--- src/assert_macros.svh ---
// Assertion helper macros for the path hash core.
`ifndef ASSERT_MACROS_SVH
`define ASSERT_MACROS_SVH
`ifndef SYNTH
// Property must hold at every clock edge outside reset.
`define AST_ALWAYS(label, clk, rst, prop, msg) \
   label: assert property (@(posedge clk) disable iff (rst) (prop)) else $error(msg);
// Condition must never be seen at a clock edge outside reset.
`define AST_NEVER(label, clk, rst, cond, msg) \
   label: assert property (@(posedge clk) disable iff (rst) !(cond)) else $error(msg);
`else
`define AST_ALWAYS(label, clk, rst, prop, msg)
`define AST_NEVER(label, clk, rst, cond, msg)
`endif
`endif

--- src/pnh_pkg.sv ---
// Shared types and constants for the path normalize / FNV-1a 64 hash core.
`timescale 1ns / 1ps
package pnh_pkg;

   localparam logic [63:0] FNV_BASIS = 64'hCBF29CE484222325;

   localparam logic [7:0] CHR_BSLASH = 8'h5C;
   localparam logic [7:0] CHR_SLASH  = 8'h2F;
   localparam logic [7:0] CHR_UPPER_A = 8'h41;
   localparam logic [7:0] CHR_UPPER_Z = 8'h5A;
   localparam logic [7:0] CHR_DOT    = 8'h2E;
   localparam logic [7:0] CASE_OFFSET = 8'h20;

   localparam int QDEPTH = 2;
   localparam int QPTR_W = (QDEPTH > 1) ? $clog2(QDEPTH) : 1;
   localparam int QCNT_W = $clog2(QDEPTH + 1);

   // Work unit handed from the classifier to the hash engine.
   typedef struct packed {
      logic       first_vld;
      logic [7:0] first_byte;
      logic       second_vld;
      logic [7:0] second_byte;
      logic       end_item;
   } pnh_entry_type;

   typedef enum logic [1:0] {
      BK_FIRST,
      BK_SECOND,
      BK_EMIT
   } bk_state_type;

endpackage

--- src/pnh_front.sv ---
// Front end: normalizes path bytes and turns each item into hash work.
`timescale 1ns / 1ps
module pnh_front
   import pnh_pkg::*;
(
   input  logic          clock,
   input  logic          reset,
   input  logic          take,        // item accepted this cycle
   input  logic [7:0]    path_byte,
   input  logic          end_marker,
   output logic          push,
   output pnh_entry_type entry
);

   logic at_start_ff, at_start_in;
   logic held_dot_ff, held_dot_in;
   logic pend_sep_ff, pend_sep_in;

   logic       is_sep;
   logic [7:0] byte_low;

   assign is_sep   = (path_byte == CHR_BSLASH) || (path_byte == CHR_SLASH);
   assign byte_low = (path_byte inside {[CHR_UPPER_A:CHR_UPPER_Z]}) ?
                     path_byte + CASE_OFFSET : path_byte;

   always_comb begin
      at_start_in = at_start_ff;
      held_dot_in = held_dot_ff;
      pend_sep_in = pend_sep_ff;
      entry       = '0;
      if (end_marker) begin
         // lone leading dot is hashed before the result
         entry.first_vld  = at_start_ff && held_dot_ff;
         entry.first_byte = CHR_DOT;
         entry.end_item   = 1'b1;
         at_start_in      = 1'b1;
         held_dot_in      = 1'b0;
         pend_sep_in      = 1'b0;
      end else if (at_start_ff) begin
         if (held_dot_ff) begin
            held_dot_in = 1'b0;
            if (!is_sep) begin
               entry.first_vld   = 1'b1;
               entry.first_byte  = CHR_DOT;
               entry.second_vld  = 1'b1;
               entry.second_byte = byte_low;
               at_start_in       = 1'b0;
            end
         end else if (is_sep) begin
            // leading separator dropped
         end else if (path_byte == CHR_DOT) begin
            held_dot_in = 1'b1;
         end else begin
            entry.first_vld  = 1'b1;
            entry.first_byte = byte_low;
            at_start_in      = 1'b0;
         end
      end else if (is_sep) begin
         pend_sep_in = 1'b1;
      end else if (pend_sep_ff) begin
         entry.first_vld   = 1'b1;
         entry.first_byte  = CHR_SLASH;
         entry.second_vld  = 1'b1;
         entry.second_byte = byte_low;
         pend_sep_in       = 1'b0;
      end else begin
         entry.first_vld  = 1'b1;
         entry.first_byte = byte_low;
      end
   end

   assign push = take && (entry.first_vld || entry.end_item);

   always_ff @(posedge clock) begin
      if (reset) begin
         at_start_ff <= 1'b1;
         held_dot_ff <= 1'b0;
         pend_sep_ff <= 1'b0;
      end else if (take) begin
         at_start_ff <= at_start_in;
         held_dot_ff <= held_dot_in;
         pend_sep_ff <= pend_sep_in;
      end
   end

endmodule

--- src/pnh_queue.sv ---
// Small FIFO of hash work between the front end and the hash engine.
`timescale 1ns / 1ps
`include "assert_macros.svh"
module pnh_queue
   import pnh_pkg::*;
(
   input  logic          clock,
   input  logic          reset,
   input  logic          push,
   input  pnh_entry_type push_entry,
   input  logic          pop,
   output logic          full,
   output logic          head_vld,
   output pnh_entry_type head
);

   pnh_entry_type entries_ff [QDEPTH];

   logic [QPTR_W-1:0] wr_ptr_ff, wr_ptr_in;
   logic [QPTR_W-1:0] rd_ptr_ff, rd_ptr_in;
   logic [QCNT_W-1:0] count_ff, count_in;

   assign full     = (count_ff == QCNT_W'(QDEPTH));
   assign head_vld = (count_ff != '0);
   assign head     = entries_ff[rd_ptr_ff];

   always_comb begin
      wr_ptr_in = wr_ptr_ff;
      rd_ptr_in = rd_ptr_ff;
      count_in  = count_ff;
      if (push) begin
         wr_ptr_in = (wr_ptr_ff == QPTR_W'(QDEPTH - 1)) ? '0 : wr_ptr_ff + 1'b1;
      end
      if (pop) begin
         rd_ptr_in = (rd_ptr_ff == QPTR_W'(QDEPTH - 1)) ? '0 : rd_ptr_ff + 1'b1;
      end
      if (push && !pop) begin
         count_in = count_ff + 1'b1;
      end else if (pop && !push) begin
         count_in = count_ff - 1'b1;
      end
   end

   always_ff @(posedge clock) begin
      if (reset) begin
         wr_ptr_ff <= '0;
         rd_ptr_ff <= '0;
         count_ff  <= '0;
      end else begin
         wr_ptr_ff <= wr_ptr_in;
         rd_ptr_ff <= rd_ptr_in;
         count_ff  <= count_in;
      end
   end

   always_ff @(posedge clock) begin
      if (push) begin
         entries_ff[wr_ptr_ff] <= push_entry;
      end
   end

   `AST_NEVER(a_q_overflow, clock, reset, push && full, "push into full work queue")
   `AST_NEVER(a_q_underflow, clock, reset, pop && !head_vld, "pop from empty work queue")
   `AST_ALWAYS(a_q_count, clock, reset, count_ff <= QCNT_W'(QDEPTH), "queue count out of range")

endmodule

--- src/pnh_back.sv ---
// Hash engine: one FNV-1a round per cycle unless rsp_ stalls, then emits the identifier.
`timescale 1ns / 1ps
`include "assert_macros.svh"
module pnh_back
   import pnh_pkg::*;
(
   input  logic          clock,
   input  logic          reset,
   input  logic          head_vld,
   input  pnh_entry_type head,
   output logic          pop,
   output logic          rsp_tvalid,
   input  logic          rsp_tready,
   output logic [63:0]   rsp_tdata
);

   bk_state_type state_ff, state_in;

   logic [63:0] hash_ff, hash_in;
   logic        out_vld_ff, out_vld_in;
   logic [63:0] out_data_ff;

   logic        out_free;
   logic        do_fold;
   logic        emit;
   logic [7:0]  fold_byte;
   logic [63:0] mix;
   logic [63:0] folded;

   assign out_free = !out_vld_ff || rsp_tready;

   // prime = 2^40 + 0x1B3, so the multiply is a fixed shift-add
   assign mix    = hash_ff ^ {56'b0, fold_byte};
   assign folded = (mix << 40) + (mix << 8) + (mix << 7) + (mix << 5) +
                   (mix << 4) + (mix << 1) + mix;

   always_comb begin
      state_in = state_ff;
      case (state_ff)
         BK_FIRST: begin
            if (head_vld && head.first_vld) begin
               if (head.second_vld) begin
                  state_in = BK_SECOND;
               end else if (head.end_item) begin
                  state_in = BK_EMIT;
               end
            end
         end
         BK_SECOND: state_in = BK_FIRST;
         BK_EMIT: begin
            if (out_free) begin
               state_in = BK_FIRST;
            end
         end
         default: state_in = BK_FIRST;
      endcase
   end

   always_comb begin
      do_fold   = 1'b0;
      emit      = 1'b0;
      pop       = 1'b0;
      fold_byte = head.first_byte;
      case (state_ff)
         BK_FIRST: begin
            if (head_vld) begin
               if (head.first_vld) begin
                  do_fold = 1'b1;
                  pop     = !head.second_vld && !head.end_item;
               end else begin
                  emit = out_free;
                  pop  = out_free;
               end
            end
         end
         BK_SECOND: begin
            do_fold   = 1'b1;
            fold_byte = head.second_byte;
            pop       = 1'b1;
         end
         BK_EMIT: begin
            emit = out_free;
            pop  = out_free;
         end
         default: begin
            do_fold = 1'b0;
         end
      endcase
   end

   always_comb begin
      hash_in    = hash_ff;
      out_vld_in = out_vld_ff;
      if (rsp_tready) begin
         out_vld_in = 1'b0;
      end
      if (do_fold) begin
         hash_in = folded;
      end else if (emit) begin
         hash_in    = FNV_BASIS;
         out_vld_in = 1'b1;
      end
   end

   always_ff @(posedge clock) begin
      if (reset) begin
         state_ff   <= BK_FIRST;
         hash_ff    <= FNV_BASIS;
         out_vld_ff <= 1'b0;
      end else begin
         state_ff   <= state_in;
         hash_ff    <= hash_in;
         out_vld_ff <= out_vld_in;
      end
   end

   always_ff @(posedge clock) begin
      if (emit) begin
         out_data_ff <= (hash_ff == '0) ? 64'd1 : hash_ff;
      end
   end

   assign rsp_tvalid = out_vld_ff;
   assign rsp_tdata  = out_data_ff;

   `AST_ALWAYS(a_bk_second, clock, reset, (state_ff == BK_SECOND) |-> (head_vld && head.second_vld), "second round without a second byte")
   `AST_ALWAYS(a_bk_emit, clock, reset, (state_ff == BK_EMIT) |-> (head_vld && head.end_item), "emit state without an end item")
   `AST_ALWAYS(a_bk_rehash, clock, reset, emit |=> (hash_ff == FNV_BASIS), "hash not reseeded after emit")

endmodule

--- src/path_normalize_fnv1a64_hash_core.sv ---
// Top level: path normalizer with FNV-1a 64 hash, split into front end, queue and hash engine.
`timescale 1ns / 1ps
// A byte item is folded in 1 or 2 hash rounds once it reaches the head of the work queue.
// An end item's identifier goes through the engine output register to rsp_ after earlier work.
// The front takes one item per cycle while the queue is not full; the engine does one round
// per cycle unless rsp_ stalls, and emits an end item at once or after folding a held dot.
// The 2-entry work queue lets the front keep taking items while the engine or rsp_ stalls.
// Reset (synchronous, active high) reseeds the hash and clears queue and output.
module path_normalize_fnv1a64_hash_core
   import pnh_pkg::*;
(
   input  logic        clock,
   input  logic        reset,
   // input items
   input  logic        req_tvalid,
   output logic        req_tready,
   input  logic [7:0]  req_tdata,    // [7:0] path_byte
   input  logic        req_tlast,    // end_marker
   // result items
   output logic        rsp_tvalid,
   input  logic        rsp_tready,
   output logic [63:0] rsp_tdata     // [63:0] identifier
);

   logic          q_full;
   logic          take;
   logic          push;
   pnh_entry_type push_entry;
   logic          pop;
   logic          head_vld;
   pnh_entry_type head;

   // front never waits on the engine directly, only on queue space
   assign req_tready = !q_full;
   assign take       = req_tvalid && req_tready;

   pnh_front u_front (
      .clock      (clock),
      .reset      (reset),
      .take       (take),
      .path_byte  (req_tdata),
      .end_marker (req_tlast),
      .push       (push),
      .entry      (push_entry)
   );

   pnh_queue u_queue (
      .clock      (clock),
      .reset      (reset),
      .push       (push),
      .push_entry (push_entry),
      .pop        (pop),
      .full       (q_full),
      .head_vld   (head_vld),
      .head       (head)
   );

   // engine owns the rsp_ output register
   pnh_back u_back (
      .clock      (clock),
      .reset      (reset),
      .head_vld   (head_vld),
      .head       (head),
      .pop        (pop),
      .rsp_tvalid (rsp_tvalid),
      .rsp_tready (rsp_tready),
      .rsp_tdata  (rsp_tdata)
   );

endmodule
--- config.mk ---
export PLATFORM = sky130hd
export DESIGN_NAME = path_normalize_fnv1a64_hash_core
export DESIGN_NICKNAME = d
export VERILOG_FILES = /design/src/pnh_pkg.sv /design/src/pnh_front.sv /design/src/pnh_queue.sv /design/src/pnh_back.sv /design/src/path_normalize_fnv1a64_hash_core.sv
export VERILOG_INCLUDE_DIRS = /design/src /design/src/src
export SDC_FILE = /design/constraint.sdc
export NUM_CORES = 1
export LEC_CHECK = 0
export BUFFER_PORTS_ARGS = -buffer_cell sky130_fd_sc_hd__buf_2
export CORE_MARGIN = 2
export CORE_UTILIZATION = 50
export DETAILED_ROUTE_END_ITERATION = 8
export HOLD_SLACK_MARGIN = 0.05
export PLACE_DENSITY = 0.81
export SETUP_SLACK_MARGIN = 0.4
export SLEW_MARGIN = 30
export SYNTH_ARGS = -nofsm -noshare
export SYNTH_HDL_FRONTEND = slang
export SYNTH_SLANG_ARGS = --single-unit
--- constraint.sdc ---
create_clock -name clock -period 5.7 [get_ports clock]
set_clock_uncertainty 0.15 [all_clocks]
set_input_delay 0.285 -clock clock [delete_from_list [all_inputs] [get_ports clock]]
set_output_delay 0.285 -clock clock [all_outputs]
set_load 0.005 [all_outputs]
After elaboration in Yosys (flattened, before gate mapping):

Memory sizes are Yosys's and may differ from the RTL's. A register that Yosys moved wholly into a read port is not among the register bits.
Index checks and enable logic that the tools add are counted.

* register bits: 138
* bits of input ports: 13
* RAM bits: 38
* output and inout bits: 66
* memories: 1
* word-level logic and storage cells: 114

Memories
* u_queue.entries_ff: words 2, width 19, rd ports 1, clocked after memory_dff 1, write ports 1, RTL line pnh_queue.sv:17 `pnh_entry_type entries_ff [QDEPTH];`

* bitwise logic cells: 1
* multiplexer cells: 53
* magnitude comparators: 2
* equality and inequality tests: 10
* $add $sub $neg: 11
* reductions and logical operators: 26

Operator list (count)
* $add A64 B64 Y64: 6
* $mux W64: 2
* $logic_not A64 Y1: 1
* $xor A64 B8 Y64: 1
* $mux W9: 7
* $mux W18: 3
* $mux W1: 28
* $mux W8: 3
* $eq A8 B6 Y1 const B: 2
* $mux W2: 6
* $add A8 B6 Y8 const B: 1
* $eq A8 B7 Y1 const B: 1
* $ge A8 B7 Y1 const B: 1
* $le A8 B7 Y1 const B: 1
* $logic_and A1 B1 Y1: 8
* $reduce_bool A2 Y1: 4
* $logic_not A1 Y1: 6
* $eq A2 B2 Y1 const B: 2
* $ne A2 B1 Y1 const B: 2
* $pmux W1 S2: 2
* $pmux W2 S2: 1
* $reduce_and A2 Y1: 2
* $logic_or A1 B1 Y1: 3
* $ne A3 B1 Y1 const B: 1
* 8 further kinds: 9

Longest topological paths before layout:

* word-level depth: 14
* mapped depth: 23
* gate-level depth less buffers: 22

By module:

Synthesis repeated with hierarchy kept, for this count alone.

* cells, all modules: 1676
* area total of the unflattened synthesis: 17366.7 um2

By module, submodules not included
* pnh_back: times used 1, area an instance 15253.4 um2, seq. area each 3263.1 um2, cells an instance 1517
* pnh_queue: times used 1, area an instance 1581.5 um2, seq. area each 1241.2 um2, cells an instance 81
* pnh_front: times used 1, area an instance 521.8 um2, seq. area each 60.1 um2, cells an instance 76
* path_normalize_fnv1a64_hash_core: times used 1, area an instance 10.0 um2, seq. area each 0.0 um2, cells an instance 2

Worst setup path before layout:

Ideal clock, no wire load.

* path type: register to register
* start: reg with a tool-made name
* end: reg u_back.hash_ff[54]
* library setup time: 138 ps
* buffers on the path: 1
* data required time: 5412 ps
* slack: -432 ps
* clock period less this slack: 6132 ps
* arrival: 5845 ps
* cell stages (with the launch flop): 21
* cells stage by stage: dfxtp_1 buf_2 mux4_2 xnor2_1 inv_1 fa_1 fa_1 inv_1 fa_1 inv_1 ha_1 ha_1 or2_1 a21o_1 a41oi_2 o221ai_2 o211ai_2 nand2_2 a31o_4 a2111oi_1 a211oi_2

RTL lines
* end signal: assignment: RTL line pnh_back.sv:112 `hash_ff <= hash_in;`
* end: declaration: RTL line pnh_back.sv:19 `logic [63:0] hash_ff, hash_in;`

==> impl_metrics.yaml <==
outcome:
  outcome: "complete, but fails checks"
  violations: "setup timing"
layout:
  drive_above_1_share_pct: 23.5
  fin_util_pct: 61.8
  area_delta_synth_final_pct: 21.9
  layout_common_cells: "inv_1 (355), fa_1 (236), buf_4 (140)"
  final-seq-area_um2: 4570
  multi_input_area_um2: 12400
  fin_nets: 2311
  nFillCells: 2615
  layout_commonest_cell: "inv_1"
  num_antenna_cells: 0
sta:
  relSlewSlack_pct: 22.3
  fmax_ghz: 0.172
  worst_slew_pin_slew_ns: 1.16
  fin_crit_sh_pct: 102
  period_minus_slack_ns: 5.82
  rsz0062_at_grt: "yes"
  setup_viol: 13
  drv_slew: 0
  worst_slack_ns: -0.121
  hold_ws_ns: 0.0723
  finalHoldViolations: 0
setup_path:
  path_cells: "buf_12 > mux4_2 > xnor2_4 > inv_4 > buf_6 > fa_1 > inv_1 > fa_1 > fa_1 > fa_1 > inv_2 > ha_4 > a21o_1 > o21bai_4 > a221o_1 > a31oi_1 > o21ai_1 > inv_1 > a21oi_1 > or3_1 > a32o_1"
  path_delay_family: "adder cells"
  crit_path_max_incr_delay_ns: 0.56
  crit_slowest_cell: "mux4_2"
  required_ns: 5.91
  critical_path_class: "reg -> reg"
  cpMostUsedCell: "fa_1"
  crit_buf_inv: 6
  critPathLaunchType: "register"
  cp-end-kind: "register"
  cp_max_fo: 6
  arrival_ns: 6.03
  reg2reg_slack_ns: -0.12
route:
  via_per_inst: 5.67
  wl_mm: 50.2
  drt_iter0_drc: 1076
  drc_errors: 0
  antenna_left: 0
  vias: 13581
  wl_per_cell_um: 21.0
  firstDrtPassIters: 8
global_routing:
  grt_max_degree: 53
  antenna_found_initial: 0
  grt_pass1_wl_mm: 79.1
  grt_use_total_pct: 28.6
  grt-ovfl-total: 0
  grt_pass1_vias: 14432
synth:
  synthArstFlopShare_pct: 0
  syn_area_per_cell_um2: 10.2
  yosys_register_bits: 177
  synth_top_area_share_pct: 27.5
  synth_edf_count: 102
  synth_nets: 2100
  synthFlopType: "edfxtp_1"
  ys_seq_area_share_pct: 26.1
  synth_top_area_cell: "fa_1"
  synth_area_leaders: "fa_1 (28%), edfxtp_1 (18%), ha_1 (9.5%), dfxtp_1 (8.6%), inv_1 (8.1%)"
  syn_area_um2: 17500
  ys_warn_count: 0
  yosys.cell_types.count: 90
  synth_cells: 1715
floorplan:
  rows: 68
  core-area_um2: 34500
  die_area_um2: 36400
  die_w_um: 191
  die_y_um: 191
  start_util_pct: 50.7
  ioPinCount: 79
clocking:
  clock_latency_ns: 0.46
  cts_buffers: 17
  clkSinkCount: 177
  root_buffer: "clkbuf_16"
  clk_pin_slew_ns: 0.08
  cts_tree: "built"
  clockBufferDepth: 2
  htree_levels: 4
placement:
  io_buffers: 78
  dp_hpwl_mm: 36.6
  place.gp.congestion: 0.952
run:
  cap_viol_max_count: 0
worst_hold_path:
  hold_class: "in -> reg"
metal layers:
metal / wire, um / GRT usage (%) / vias up
met3: 3780 / 5.56 / 137
met5: 0 / 0 / -
met4: 1940 / 11.3 / 0
met1: 20100 / 36.9 / 6806
met2: 24300 / 47.4 / 604
li1: - / - / 6034
cells by family (layout without fill, tap and decap cells):
| group | Yosys count | after routing | share of synthesized area [%] |
|---|---|---|---|
| xor+xnor | 81 | 81 | 4.19 |
| compound gates | 320 | 320 | 12.5 |
| buf+inv | 431 | 654 | 9.51 |
| flops | 177 | 177 | 26.1 |
| simple gates | 317 | 318 | 9.21 |
| fa+ha+maj | 375 | 375 | 37.1 |
| mux | 14 | 14 | 1.38 |
synthesized netlist by cell type (13+ instances only):
cell / number
a21oi_1: 71
o211ai_1: 13
fa_1: 240
nand2_1: 66
edfxtp_1: 102
nor2_1: 85
nor3_1: 15
o21ai_0: 42
a22oi_1: 29
xor2_1: 31
dfxtp_1: 75
a21o_1: 45
clkbuf_1: 44
o22ai_1: 15
and3_1: 18
xnor2_1: 47
nand3_1: 13
inv_1: 375
nand4_1: 14
and2_1: 56
ha_1: 132
o21ai_1: 16
state kept, by name (all words and copies together), names as in the netlist, named ones only:
signal and flops:
u_back.hash_ff 64, u_queue.wr_ptr_ff 1, u_queue.rd_ptr_ff 1, u_back.state_ff 2, u_queue.entries_ff 38, u_back.rsp_tvalid 1
u_front.held_dot_ff 1, u_back.rsp_tdata 64, u_queue.count_ff 2, u_front.at_start_ff 1, u_front.pend_sep_ff 1
metrics by stage:
step	cell area, um^2	instances	setup WS (ns)	TNS [ns]
6_report	21300	2394	-0.121	-0.723
5_1_grt	21300	2394	-0.286	-5.26
4_1_cts	21000	2386	-0.0431	-0.123
3_5_place_dp	19400	2315	-0.283	-4.96
3_3_place_gp	19400	2315	-0.213	-1.37
2_1_floorplan	17700	1715	0.134	0
worst register-to-register path: stages (launching register included):
cell and delay (ns):
dfxtp_4 0.37, buf_12 0.13, mux4_2 0.57, xnor2_4 0.25, inv_4 0.11, buf_6 0.14
fa_1 0.49, inv_1 0.05, fa_1 0.49, fa_1 0.43, fa_1 0.52, inv_2 0.06
ha_4 0.22, a21o_1 0.17, o21bai_4 0.17, a221o_1 0.32, a31oi_1 0.25, o21ai_1 0.15
inv_1 0.08, a21oi_1 0.07, or3_1 0.30, a32o_1 0.26
final cells by class:
class | count | area share, %
Clock buffer | 18 | 2.06
Clock inverter | 14 | 0.676
Inverter | 376 | 6.67
Multi-Input combinational cell | 1108 | 58.1
Sequential cell | 177 | 21.5
Tap cell | 455 | 2.67
Timing Repair Buffer | 246 | 8.35
repair_timing:
item,4_1_cts,5_1_grt
cloned,1,0
hold endpoints to repair,10,0
hold buffers,4,0
setup buffers,34,8
endpoints found under the setup margin,48,48
resized for setup,125,50
pin swaps,75,53
final timing paths:
path,startpoint,to,cells after the start
hold reg to reg,u_front.pend_sep_ff$_SDFFE_PP0P_,u_front.pend_sep_ff$_SDFFE_PP0P_,2
setup / recovery,register,u_back.hash_ff[58]$_SDFFE_PP0P_,21
hold / removal,req_tdata[7],u_queue.entries_ff[1][17]$_DFFE_PP_,3
setup reg to reg,register,u_back.hash_ff[58]$_SDFFE_PP0P_,21
Power is left out: the tool's default activity adds up to more than one toggle a clock period on the data nets, which glitch-free logic cannot reach.
